### src/sv/vwd_pkg.sv
// ----------------------------------------------------------------------------
// vwd_pkg: shared types and constants of the vertex weld block
// command and status codes, widths, channel beats, controller-datapath
// command and status structs
// ----------------------------------------------------------------------------
package vwd_pkg;

   localparam int MaxVertsDefault = 1024;
   localparam int FaceVertsDefault = 64;
   localparam int CompW = 32;
   localparam int LocalW = 6;
   localparam int IndexW = 10;
   localparam int StatusW = 3;
   localparam int CmdW = 2;
   localparam logic [31:0] ThresholdReset = 32'd4295;
   localparam int OneUnit = 65536;

   typedef enum logic [CmdW-1:0] {
      CMD_ADD   = 2'd0,
      CMD_XLATE = 2'd1,
      CMD_CLEAR = 2'd2,
      CMD_NONE  = 2'd3
   } cmd_type;

   typedef enum logic [StatusW-1:0] {
      ST_APPENDED = 3'd0,
      ST_WELDED   = 3'd1,
      ST_INDEX    = 3'd2,
      ST_FULL     = 3'd3,
      ST_BAD_IDX  = 3'd4
   } status_type;

   // one vertex: 8 components
   typedef logic signed [CompW-1:0] comp_type;
   typedef comp_type [7:0] vertex_type;

   // request beat, fields in channel order
   typedef struct packed {
      cmd_type                command;
      logic                   first_of_face;
      comp_type               pos_x;
      comp_type               pos_y;
      comp_type               pos_z;
      comp_type               tex_u;
      comp_type               tex_v;
      comp_type               norm_x;
      comp_type               norm_y;
      comp_type               norm_z;
      logic [LocalW-1:0]      local_index;
   } req_type;

   // response beat
   typedef struct packed {
      status_type             status;
      logic [IndexW-1:0]      mesh_index;
   } rsp_type;

   // register write beat
   typedef struct packed {
      logic [31:0]            weld_threshold_sq;
   } csr_type;

   // controller to datapath
   typedef struct packed {
      logic load;       // latch the request
      logic clear_face; // face count to zero
      logic clear_mesh; // vertex and face counts to zero
      logic scan_start; // reset scan index
      logic scan_step;  // issue a read at scan index, advance
      logic append;     // write the held vertex at vertex_count
      logic remap;      // record found index into face remap
      logic rd_remap;   // read the remap at local index
   } ctl_type;

   // datapath to controller
   typedef struct packed {
      logic scan_done;  // all stored entries issued
      logic cmp_valid;  // a compare result is at the tail
      logic cmp_hit;    // that result matched
      logic pipe_empty; // no compare in flight
      logic table_full;
      logic local_bad;
   } sts_type;

endpackage

### src/sv/vwd_ctrl.sv
// ----------------------------------------------------------------------------
// vwd_ctrl: sequencer of the vertex weld block
// walks adds through scan, append and remap, translates through a remap read, and both to a response
// ----------------------------------------------------------------------------
module vwd_ctrl (
   input  logic                   clock,
   input  logic                   reset,
   input  logic                   req_valid,
   output logic                   req_ready,
   input  vwd_pkg::cmd_type       req_cmd,
   input  logic                   req_first,
   output logic                   rsp_valid,
   input  logic                   rsp_ready,
   output vwd_pkg::status_type    rsp_status,
   output logic                   rsp_use_found,
   output vwd_pkg::ctl_type       ctl,
   input  vwd_pkg::sts_type       sts
);

   typedef enum logic [5:0] {
      S_IDLE  = 6'b000001,
      S_SCAN  = 6'b000010,
      S_DRAIN = 6'b000100,
      S_XLATE = 6'b001000,
      S_RESP  = 6'b010000,
      S_DONE  = 6'b100000
   } state_type;

   state_type state_ff, state_in;
   vwd_pkg::status_type status_ff, status_in;
   logic use_found_ff, use_found_in;

   // accept: idle, or response being taken
   assign req_ready = (state_ff == S_IDLE) ||
                      (state_ff == S_RESP && rsp_ready);
   assign rsp_valid = (state_ff == S_RESP);
   assign rsp_status = status_ff;
   assign rsp_use_found = use_found_ff;

   logic take;
   assign take = req_valid && req_ready;

   // next state and commands
   always_comb begin
      state_in = state_ff;
      status_in = status_ff;
      use_found_in = use_found_ff;
      ctl = '0;
      if (state_ff == S_RESP && rsp_ready) begin
         state_in = S_IDLE;
      end
      case (state_ff)
         S_IDLE, S_RESP: begin
            if (take) begin
               ctl.load = 1'b1;
               case (req_cmd)
                  vwd_pkg::CMD_ADD: begin
                     ctl.clear_face = req_first;
                     ctl.scan_start = 1'b1;
                     state_in = S_SCAN;
                  end
                  vwd_pkg::CMD_XLATE: begin
                     state_in = S_XLATE;
                  end
                  vwd_pkg::CMD_CLEAR: begin
                     ctl.clear_mesh = 1'b1;
                     state_in = S_IDLE;
                  end
                  default: begin
                     state_in = S_IDLE;
                  end
               endcase
            end
         end
         S_SCAN: begin
            if (sts.cmp_valid && sts.cmp_hit) begin
               state_in = S_DRAIN;
            end else if (!sts.scan_done) begin
               ctl.scan_step = 1'b1;
            end else if (sts.pipe_empty) begin
               state_in = S_DONE;
            end
         end
         S_DRAIN: begin
            // hit captured; wait for in-flight reads to flush
            if (sts.pipe_empty) begin
               ctl.remap = 1'b1;
               status_in = vwd_pkg::ST_WELDED;
               use_found_in = 1'b1;
               state_in = S_RESP;
            end
         end
         S_DONE: begin
            if (sts.table_full) begin
               status_in = vwd_pkg::ST_FULL;
               use_found_in = 1'b0;
            end else begin
               ctl.append = 1'b1;
               ctl.remap = 1'b1;
               status_in = vwd_pkg::ST_APPENDED;
               use_found_in = 1'b1;
            end
            state_in = S_RESP;
         end
         S_XLATE: begin
            ctl.rd_remap = 1'b1;
            if (sts.local_bad) begin
               status_in = vwd_pkg::ST_BAD_IDX;
               use_found_in = 1'b0;
            end else begin
               status_in = vwd_pkg::ST_INDEX;
               use_found_in = 1'b1;
            end
            state_in = S_RESP;
         end
         default: begin
            state_in = S_IDLE;
         end
      endcase
   end

   always_ff @(posedge clock) begin
      if (reset) begin
         state_ff <= S_IDLE;
         status_ff <= vwd_pkg::ST_APPENDED;
         use_found_ff <= 1'b0;
      end else begin
         state_ff <= state_in;
         status_ff <= status_in;
         use_found_ff <= use_found_in;
      end
   end

   // response only from the response state
   a_rsp_state: assert property (@(posedge clock) disable iff (reset)
      rsp_valid |-> $past(state_ff) != S_IDLE || $past(rsp_valid))
      else $error("response without work");
   // no scan command outside scan
   a_step_scan: assert property (@(posedge clock) disable iff (reset)
      ctl.scan_step |-> state_ff == S_SCAN)
      else $error("scan step outside scan");
   // append and full never together
   a_append_full: assert property (@(posedge clock) disable iff (reset)
      ctl.append |-> !sts.table_full)
      else $error("append into full table");

endmodule

### config.mk
export PLATFORM = sky130hd
export DESIGN_NAME = vwd_ctrl
export DESIGN_NICKNAME = d
export VERILOG_FILES = /design/src/sv/vwd_pkg.sv /design/src/sv/vwd_ctrl.sv
export SDC_FILE = /design/constraint.sdc
export NUM_CORES = 1
export LEC_CHECK = 0
export BUFFER_PORTS_ARGS = -buffer_cell sky130_fd_sc_hd__buf_2
export CELL_PAD_IN_SITES_DETAIL_PLACEMENT = 1
export CELL_PAD_IN_SITES_GLOBAL_PLACEMENT = 1
export CORE_ASPECT_RATIO = 1.1
export CORE_MARGIN = 4
export CORE_UTILIZATION = 34
export CTS_BUF_LIST = sky130_fd_sc_hd__clkbuf_2 sky130_fd_sc_hd__clkbuf_4 sky130_fd_sc_hd__clkbuf_8
export CTS_CLUSTER_DIAMETER = 60
export DETAILED_ROUTE_END_ITERATION = 10
export PLACE_DENSITY = 0.79
export RECOVER_POWER = 25
export SLEW_MARGIN = 40
export SYNTH_ARGS = -nofsm -noshare
export SYNTH_HDL_FRONTEND = slang
export SYNTH_SLANG_ARGS = --single-unit
### constraint.sdc
create_clock -name clock -period 2.16 [get_ports clock]
set_input_delay 0.432 -clock clock [delete_from_list [all_inputs] [get_ports clock]]
set_output_delay 0.432 -clock clock [all_outputs]
set_load 0.03 [all_outputs]
Yosys cells after proc, flatten, opt, wreduce, memory -nomap -nowiden. Index checks and enable logic that the tools add are counted.

Muxes and demuxes: 29. Multipliers: 0. $add $sub $neg: 0. $lt $le $gt $ge: 0. Shifts and indexed selects: 0. Divide/modulo/power cells: 0. Bitwise logic cells: 0. Equal/unequal tests: 9. Reduce and logical (&&, ||, !) cells: 9.

Operator list (count): 6-bit two-way mux (6); 6-bit one-hot mux with 4 select lines (1); 1-bit two-way mux (12); 3-bit one-hot mux with 3 select lines (1); 4-bit two-way mux (2); 4-bit one-hot mux with 2 select lines (1); 6-bit by 1-bit == test with 1-bit output, second input constant (1); 6-bit by 2-bit == test with 1-bit output, second input constant (1); 6-bit by 3-bit == test with 1-bit output, second input constant (1); 6-bit by 4-bit == test with 1-bit output, second input constant (1); 6-bit by 5-bit == test with 1-bit output, second input constant (1); 6-bit == test, second input constant (1); 3-bit two-way mux (2); 2-bit two-way mux (2); 2-bit OR reduction (2); 1-bit logical AND (3); 1-bit one-hot mux with 3 select lines (1); 3-bit nonzero test (1); 2-bit by 1-bit == test with 1-bit output, second input constant (1); 2-bit == test, second input constant (1); 2-bit logical NOT (1); 2-bit inequality test, second input constant (1); 1-bit one-hot mux with 2 select lines (1); 2-bit AND reduction (1); 1-bit logical OR (1).

Register bits: 10. Bits in latches: 0. Memories kept: 0. Output and inout bits: 14. Bits in writable memories: 0. Logic and storage cells: 50. Bits in read-only memories: 0. Input bits: 13.

Depth between registers and ports, before layout. Gate-level depths: netlist of run 1.

Word-level depth: 7. Depth in mapped cells: 7. Mapped depth without buffers: 6.

Least setup slack after synthesis of run 1. Ideal clock, no wire load.

Kind: reg2out. Start: register state_ff[5]. End: output port ctl[6] (netlist bit). Path buffers: 1. Arrival: 2.162 ns. Slack: -0.434 ns. Cell stages (with the launch flop): 7. Required time: 1.728 ns. Cell sequence: dfxtp_1 > or3_1 > buf_2 > a211oi_4 > nand2_2 > nor3_2 > and2_1.

RTL lines: start: declaration (RTL line vwd_ctrl.sv:29) `state_type state_ff, state_in;`; start signal: assignment (RTL line vwd_ctrl.sv:128) `state_ff <= state_in;`; end: declaration (RTL line vwd_ctrl.sv:16) `output vwd_pkg::ctl_type ctl,`.

==> results of run 1 <==
[cells in the final DEF (no fill, tap or decap), types with 2 or more instances in the layout]
cell type,count
sky130_fd_sc_hd__a22oi_1,2
sky130_fd_sc_hd__nor4_1,3
sky130_fd_sc_hd__a221oi_1,2
sky130_fd_sc_hd__buf_2,20
sky130_fd_sc_hd__a211oi_1,2
sky130_fd_sc_hd__clkbuf_4,3
sky130_fd_sc_hd__nor3_1,6
sky130_fd_sc_hd__nand2b_1,4
sky130_fd_sc_hd__a21oi_1,4
sky130_fd_sc_hd__o21ai_0,2
sky130_fd_sc_hd__buf_6,2
sky130_fd_sc_hd__nand2_1,5
sky130_fd_sc_hd__dfxtp_1,9
sky130_fd_sc_hd__o22ai_1,2
sky130_fd_sc_hd__clkbuf_1,4
sky130_fd_sc_hd__buf_4,9
sky130_fd_sc_hd__nand2_2,2
sky130_fd_sc_hd__inv_1,5
sky130_fd_sc_hd__nor2_1,7
[synthesized netlist by cell type, types with 2 or more instances]
cell type / n / share of area (%)
sky130_fd_sc_hd__buf_2: 7 / 5.0
sky130_fd_sc_hd__nor4_1: 4 / 3.6
sky130_fd_sc_hd__a221oi_1: 2 / 2.5
sky130_fd_sc_hd__nor2_1: 8 / 4.3
sky130_fd_sc_hd__inv_1: 5 / 2.7
sky130_fd_sc_hd__or3_1: 2 / 1.8
sky130_fd_sc_hd__a211oi_1: 2 / 2.2
sky130_fd_sc_hd__dfxtp_1: 10 / 29
sky130_fd_sc_hd__nor3_1: 7 / 5.0
sky130_fd_sc_hd__nand2b_1: 5 / 4.5
sky130_fd_sc_hd__nand2_1: 6 / 3.2
sky130_fd_sc_hd__o22ai_1: 2 / 1.8
sky130_fd_sc_hd__o21ai_0: 2 / 1.4
sky130_fd_sc_hd__a21oi_1: 4 / 2.9
sky130_fd_sc_hd__a22oi_1: 2 / 2.2
[layer usage]
layer / track usage [%] / routed length (microns) / vias up
li1: - / - / 393
met1: 19.8 / 935 / 400
met2: 29.7 / 1320 / 15
met3: 3.23 / 86 / 2
met4: 5.77 / 14 / 0
met5: 0 / 0 / -
[cell type report]
| class | instances | share of cell area (%) |
|---|---|---|
| well taps | 27 | 3.50 |
| clock buffers | 3 | 2.33 |
| inverters | 6 | 2.33 |
| multi-input cells | 67 | 49.7 |
| flip-flops and latches | 10 | 20.9 |
| repair buffers | 35 | 21.2 |
[power breakdown]
| part | leakage, nW | internal [mW] | total [mW] | switching (mW) |
|---|---|---|---|---|
| sequential | 0.0814 | 0.190 | 0.199 | 0.00946 |
| clock | 0.0138 | 0.0643 | 0.127 | 0.0630 |
| combinational | 0.309 | 0.0737 | 0.179 | 0.106 |
[worst register-to-register path, stage by stage (launching register included)]
cell	delay (ns)
sky130_fd_sc_hd__dfxtp_1	0.43
sky130_fd_sc_hd__or3_1	0.51
sky130_fd_sc_hd__a21o_1	0.21
sky130_fd_sc_hd__a211oi_2	0.21
sky130_fd_sc_hd__a21oi_2	0.11
sky130_fd_sc_hd__a211o_1	0.29
[path summary, 6_finish.rpt]
kind | start | end | depth (start not counted)
worst max-delay path | state_ff[2] | ctl[6] | 6
worst min-delay path | reset | rsp_status[1] | 2
worst max register to register | state_ff[1] | state_ff[0] | 5
worst min register to register | rsp_status[0] | rsp_status[0] | 2
[flip-flops by register name, summed over array words and instances (netlist names)]
register / count
rsp_use_found: 1
state_ff: 6
rsp_status: 3
[logic make-up after synthesis]
group                     count (synthesis)
AOI/OAI and AO/OA                        26
xor gates and xnor gates                  1
buffers and inverters                    13
DFF                                      10
and+or+nand+nor                          40
[per-stage QoR]
stage	hold slack, ns	instance area (sq um)	setup TNS, ns	power (mW)
floorplan	0.503	717	-0.419	0.309
global placement	0.455	891	0	0.352
detailed placement	0.456	891	0	0.361
CTS	0.412	941	-0.0321	0.498
global route	0.419	966	-0.257	0.533
finish	0.420	966	-0.0307	0.506
[what timing repair did]
item | in CTS | in global routing
pin swaps | 1 | 1
setup endpoints to repair | 3 | 6
buffers inserted | 1 | 2
resized for setup | 5 | 6
==> results.rst, run 1 <==
.. list-table::
   :header-rows: 1

   * - Metric
     - Value
   * - Result of the run
     - complete, but fails checks
   * - Failing checks
     - setup timing
   * - WP data required
     - 1.73 ns
   * - Port bufs
     - 26
   * - Post-synthesis instance area
     - 696 sq um
   * - Routability congestion estimate from global placement
     - 0.787
   * - Iter 0 DRT Violations
     - 12
   * - Non-Filler Instances
     - 148
   * - Width of the die
     - 51.1 microns
   * - RSZ-0062 raised after global routing
     - true
   * - Main combinational cell family by area after synthesis
     - simple AND/OR/NAND/NOR gates
   * - Total global routing track utilization
     - 16.8%
   * - Count of hold-fix buffers inserted at cts
     - 0
   * - Maximum count of clock buffers along a single path
     - 2
   * - Number of enable-type register cells in the synthesized netlist
     - 0
   * - Number of pins with negative max-slew slack in the final report
     - 0
   * - Register bit count reported by yosys
     - 10
   * - Register Area
     - 201 sq um
   * - Areal power density over the cells
     - 524 nW/um^2
   * - Max H-tree Level
     - 1
   * - Worst skew pair latency
     - 0.26 ns
   * - Area inside the core boundary
     - 1860 sq um
   * - Initial DRT Pass Iterations
     - 4
   * - Seq/Total Area, Yosys
     - 28.8%
   * - Clock sink total
     - 10
   * - Period Utilization, post-route
     - 101%
   * - Die area
     - 2830 sq um
   * - Number of antenna violations at the first check in global routing
     - 0
   * - Average instance area after synthesis
     - 7.73 sq um
   * - Highest clock frequency the design can meet
     - 0.456 GHz
   * - Number of synthesis warnings
     - 0
   * - Compound-cell area share of the yosys netlist
     - 29.3%
   * - CTS tree
     - built
   * - Clock Skews
     - 0.00104 ns
   * - Std-Cell Rows
     - 16
   * - Wire length of the first global-routing pass
     - 3730 microns
   * - Worst relative slew slack
     - 69.4%
   * - Number of cells in the design after placement
     - 142
   * - Fin util
     - 51.9%
   * - Adder-cell share of the synthesized area
     - 0%
   * - HPWL Detailed
     - 1750 microns
   * - CP startpoint kind
     - flip-flop
   * - Number of top-level pins
     - 27
   * - Clock slew at reported path FFs
     - 0.07 ns
   * - Fraction of synthesized cell area in xor and xnor cells
     - 1.26%
   * - Gate count after technology mapping
     - 90
   * - Buf/Inv on CP
     - 1
   * - Post-Syn Nets
     - 103
   * - Number of vias after detailed routing
     - 810
   * - VDD IR-drop max
     - 285 uV
   * - Shortest clock period the worst path allows after layout
     - 2.19 ns
   * - Main flop type after synthesis
     - sky130_fd_sc_hd__dfxtp_1
   * - Cell at the slowest stage of the critical path
     - sky130_fd_sc_hd__or3_4
   * - Async SR Flop Fraction
     - 0%
   * - Data arrival, critical path
     - 1.76 ns
   * - Largest net degree at the start of global routing
     - 12
   * - Wire length per cell after detailed routing
     - 15.9 microns
   * - Number of nets in the finished design
     - 136
   * - Pre-CTS setup slack
     - 0.155 ns
   * - FILL cells
     - 247
   * - Final worst setup slack
     - -0.0307 ns
   * - Worst hold-check path type
     - in -> reg
   * - Antenna Cells
     - 0
   * - Detailed Route WL
     - 2360 microns
   * - Chain of cells forming the critical path
     - or3_4, a211oi_4, nand2_2, nor3_4, and2_4, buf_6
   * - Setup slack of the worst register-to-register path
     - 0.29 ns
   * - Via count of the first global-routing pass
     - 796
   * - Highest net fanout along the worst path
     - 3
   * - Clock buffer count from CTS
     - 3
   * - Remaining antenna violation count after routing
     - 0
   * - Crit path kind
     - reg -> out
   * - Multiplexer share of the synthesized area
     - 0%
   * - Root Driver
     - sky130_fd_sc_hd__clkbuf_4
   * - Total count of hold-check failures in the final report
     - 0
   * - Routed via count divided by cell count
     - 5.47
   * - Global-route congestion overflow total
     - 0
   * - Total area of multi-input combinational cells
     - 480 sq um
   * - Leakage Power
     - 0.405 nW
   * - Starting density of the core
     - 37.4%
   * - Kind of end point of the critical path
     - output pin
   * - Vert. Die Dim
     - 55.4 microns
   * - Layout Area Growth over Synthesis
     - 38.8%
   * - Actual transition at the worst max-transition pin
     - 0.456 ns
   * - Fraction of final layout cells with drive strength greater than 1
     - 40.5%
   * - DRC violations left
     - 0
   * - Gate family responsible for the most delay along the worst path
     - simple AND/OR/NAND/NOR gates
   * - Delay of the slowest cell on the worst path
     - 0.40 ns
   * - Synth Area in Simple Gates
     - 32.4%
   * - Synth unique cells
     - 37
   * - Final number of setup-violating endpoints
     - 1
   * - Maximum capacitance violations
     - 0
(Power assumes the default switching activity.)
==> run 2: changes to the inputs <==
--- a/config.mk
+++ b/config.mk
@@ -10,11 +10,11 @@
 export CELL_PAD_IN_SITES_GLOBAL_PLACEMENT = 1
 export CORE_ASPECT_RATIO = 1.1
 export CORE_MARGIN = 4
-export CORE_UTILIZATION = 34
+export CORE_UTILIZATION = 25
 export CTS_BUF_LIST = sky130_fd_sc_hd__clkbuf_2 sky130_fd_sc_hd__clkbuf_4 sky130_fd_sc_hd__clkbuf_8
 export CTS_CLUSTER_DIAMETER = 60
 export DETAILED_ROUTE_END_ITERATION = 10
-export PLACE_DENSITY = 0.79
+export PLACE_DENSITY = 0.61
 export RECOVER_POWER = 25
 export SLEW_MARGIN = 40
 export SYNTH_ARGS = -nofsm -noshare
==> run 2 against run 1 <==
Compared with the run above:
- the run still ends with setup timing left
- power grew 6.1%
- maximum frequency grew 0.78%
- non-clock buffer count shrank 2
- critical path depth is the same
- critical endpoint unchanged
- die area grew 30%
- wire length shrank 6.1%
- critical path type unchanged
- via count shrank 5.1%
- core utilization shrank 14 points
==> results.rst, run 2 (synthesis gave the netlist of run 1 again) <==
.. list-table::
   :header-rows: 1

   * - Metric
     - Value
   * - Initial DRT Pass Iterations
     - 4 (unchanged)
   * - Result of the run
     - complete, but fails checks (unchanged)
   * - Crit path kind
     - reg -> out (unchanged)
   * - Starting density of the core
     - 26.8% (was 37.4%)
   * - Count of hold-fix buffers inserted at cts
     - 0 (unchanged)
   * - DRC violations left
     - 0 (unchanged)
   * - Clock buffer count from CTS
     - 3 (unchanged)
   * - Routability congestion estimate from global placement
     - 0.717 (was 0.787)
   * - Fraction of power consumed by sequential logic
     - 36.9% (was 39.4%)
   * - Worst skew pair latency
     - 0.26 ns (about the same)
   * - Gate family responsible for the most delay along the worst path
     - simple AND/OR/NAND/NOR gates (unchanged)
   * - Maximum count of clock buffers along a single path
     - 2 (unchanged)
   * - Global-route congestion overflow total
     - 0 (unchanged)
   * - Clock Skews
     - 0.00274 ns (was 0.00104 ns)
   * - Highest net fanout along the worst path
     - 3 (unchanged)
   * - Net switching fraction of the power
     - 33.2% (was 35.2%)
   * - HPWL Detailed
     - 1680 microns (was 1750 microns)
   * - Post-layout instance area
     - 973 sq um (was 966 sq um)
   * - Top library cells by usage in the layout, fill and taps aside
     - 19 x sky130_fd_sc_hd__buf_2, 8 x sky130_fd_sc_hd__buf_4, 7 x sky130_fd_sc_hd__nor3_1, 7 x sky130_fd_sc_hd__nor2_1, 7 x sky130_fd_sc_hd__dfxtp_1 (was 20 x sky130_fd_sc_hd__buf_2, 9 x sky130_fd_sc_hd__buf_4, 9 x sky130_fd_sc_hd__dfxtp_1, 7 x sky130_fd_sc_hd__nor2_1, 6 x sky130_fd_sc_hd__nor3_1)
   * - Delay of the slowest cell on the worst path
     - 0.40 ns (about the same)
   * - Highest clock frequency the design can meet
     - 0.460 GHz (was 0.456 GHz)
   * - Number of top-level pins
     - 27 (unchanged)
   * - Detailed Route WL
     - 2220 microns (was 2360 microns)
   * - Placed instance area
     - 896 sq um (was 891 sq um)
   * - Via count of the first global-routing pass
     - 807 (was 796)
   * - Shortest clock period the worst path allows after layout
     - 2.17 ns (was 2.19 ns)
   * - Internal cell power
     - 0.358 mW (was 0.328 mW)
   * - Net Switching
     - 0.178 mW (about the same)
   * - Largest reg by FF count
     - state_ff (unchanged)
   * - Wire length per cell after detailed routing
     - 14.7 microns (was 15.9 microns)
   * - Layout Area Growth over Synthesis
     - 39.9% (was 38.8%)
   * - Actual transition at the worst max-transition pin
     - 0.631 ns (was 0.456 ns)
   * - Clock slew at reported path FFs
     - 0.08 ns (was 0.07 ns)
   * - Number of vias after detailed routing
     - 769 (was 810)
   * - Worst relative slew slack
     - 57.5% (was 69.4%)
   * - Total count of hold-check failures in the final report
     - 0 (unchanged)
   * - Final worst setup slack
     - -0.0137 ns (was -0.0307 ns)
   * - Iter 0 DRT Violations
     - 7 (was 12)
   * - Number of nets in the finished design
     - 134 (was 136)
   * - Width of the die
     - 58.3 microns (was 51.1 microns)
   * - Tot Pwr
     - 0.537 mW (was 0.506 mW)
   * - Number of antenna violations at the first check in global routing
     - 0 (unchanged)
   * - Max H-tree Level
     - 1 (unchanged)
   * - Maximum capacitance violations
     - 0 (unchanged)
   * - Die area
     - 3690 sq um (was 2830 sq um)
   * - Port bufs
     - 26 (unchanged)
   * - Buf/Inv on CP
     - 1 (unchanged)
   * - Fraction of final layout cells with drive strength greater than 1
     - 41.7% (was 40.5%)
   * - Max FFs per register
     - 6 (unchanged)
   * - Antenna Cells
     - 0 (unchanged)
   * - Number of pins with negative max-slew slack in the final report
     - 0 (unchanged)
   * - Clock sink total
     - 10 (unchanged)
   * - Wire length of the first global-routing pass
     - 3730 microns (unchanged)
   * - Leakage Power
     - 0.404 nW (was 0.405 nW)
   * - Part of the total power dissipated in the clock network
     - 32.4% (was 25.2%)
   * - Power share of the combinational group
     - 30.7% (was 35.5%)
   * - Worst hold-check path type
     - in -> reg (unchanged)
   * - Vert. Die Dim
     - 63.3 microns (was 55.4 microns)
   * - CTS tree
     - built (unchanged)
   * - Data arrival, critical path
     - 1.74 ns (was 1.76 ns)
   * - Root Driver
     - sky130_fd_sc_hd__clkbuf_4 (unchanged)
   * - Kind of end point of the critical path
     - output pin (unchanged)
   * - VDD IR-drop max
     - 388 uV (was 285 uV)
   * - Areal power density over the cells
     - 551 nW/um^2 (was 524 nW/um^2)
   * - Final number of setup-violating endpoints
     - 1 (unchanged)
   * - RSZ-0062 raised after global routing
     - true (unchanged)
   * - Remaining antenna violation count after routing
     - 0 (unchanged)
   * - Std-Cell Rows
     - 19 (was 16)
   * - Most common cell after layout, fill and taps aside
     - sky130_fd_sc_hd__buf_2 (unchanged)
   * - WP data required
     - 1.73 ns (about the same)
   * - Period Utilization, post-route
     - 101% (about the same)
   * - Largest net degree at the start of global routing
     - 12 (unchanged)
   * - CP startpoint kind
     - flip-flop (unchanged)
   * - Area inside the core boundary
     - 2590 sq um (was 1860 sq um)
   * - Chain of cells forming the critical path
     - or3_4, a211oi_4, nand2_2, nor3_4, and2_4, buf_6 (unchanged)
   * - Routed via count divided by cell count
     - 5.09 (was 5.47)
   * - Cell at the slowest stage of the critical path
     - sky130_fd_sc_hd__or3_4 (unchanged)
   * - Failing checks
     - setup timing (unchanged)
   * - Total global routing track utilization
     - 12.8% (was 16.8%)
[run 2: layout make-up]
cell class	instances	area [sq um]
Multi-Input combinational cell	67	479
Timing Repair Buffer	33	193
Sequential cell	10	204
Fill cell	336	1620
Inverter	6	22.5
Clock buffer	4	36.3
Tap cell	31	38.8
[run 2: worst paths after layout]
path,from,endpoint,slack [ns],cells past startpoint
max,state_ff[2],ctl[6],-0.01,6
min,sts[5],state_ff[5],0.41,3
max reg2reg,state_ff[2],state_ff[4],0.43,6
min reg2reg,rsp_status[0],rsp_status[0],0.47,2
[run 2: repair_timing]
action,in CTS,in global routing
endpoints found under the setup margin,3,8
pin swaps,1,1
resized for setup,5,8
setup buffers,0,1
[run 2: worst register-to-register path, stage by stage (launching register included)]
cell and delay [ns]:
sky130_fd_sc_hd__dfxtp_2 0.33, sky130_fd_sc_hd__buf_4 0.17, sky130_fd_sc_hd__nor4_1 0.32, sky130_fd_sc_hd__nand4b_1 0.19, sky130_fd_sc_hd__a21oi_1 0.35, sky130_fd_sc_hd__a211oi_1 0.08, sky130_fd_sc_hd__a211oi_1 0.21
[run 2: layer usage]
| metal | global-route usage [%] | wire length, microns |
|---|---|---|
| met3 | 1.43 | 59 |
| met2 | 20.7 | 1070 |
| met5 | 0 | 0 |
| met4 | 6.09 | 28 |
| met1 | 16.5 | 1050 |
[run 2: per-stage QoR]
| stage | setup TNS, ns | instances | hold slack [ns] | util (%) | setup WS [ns] |
|---|---|---|---|---|---|
| 2_1_floorplan | -0.419 | 90 | 0.503 | - | -0.238 |
| 3_3_place_gp | 0 | 146 | 0.456 | 34.6 | 0.222 |
| 3_5_place_dp | 0 | 146 | 0.462 | 34.6 | 0.173 |
| 4_1_cts | -0.0474 | 150 | 0.401 | 36.6 | -0.0474 |
| 5_1_grt | -0.186 | 151 | 0.404 | 37.6 | -0.103 |
| 6_report | -0.0137 | 151 | 0.415 | 37.6 | -0.0137 |
[run 2: power by group through the flow]
stage / logic (mW) / clock network, mW / registers [mW]
finish: 0.165 / 0.174 / 0.198
global route: 0.179 / 0.196 / 0.199
CTS: 0.159 / 0.183 / 0.197
detailed placement: 0.156 / 0 / 0.201
global placement: 0.154 / 0 / 0.201
floorplan: 0.111 / 0 / 0.198
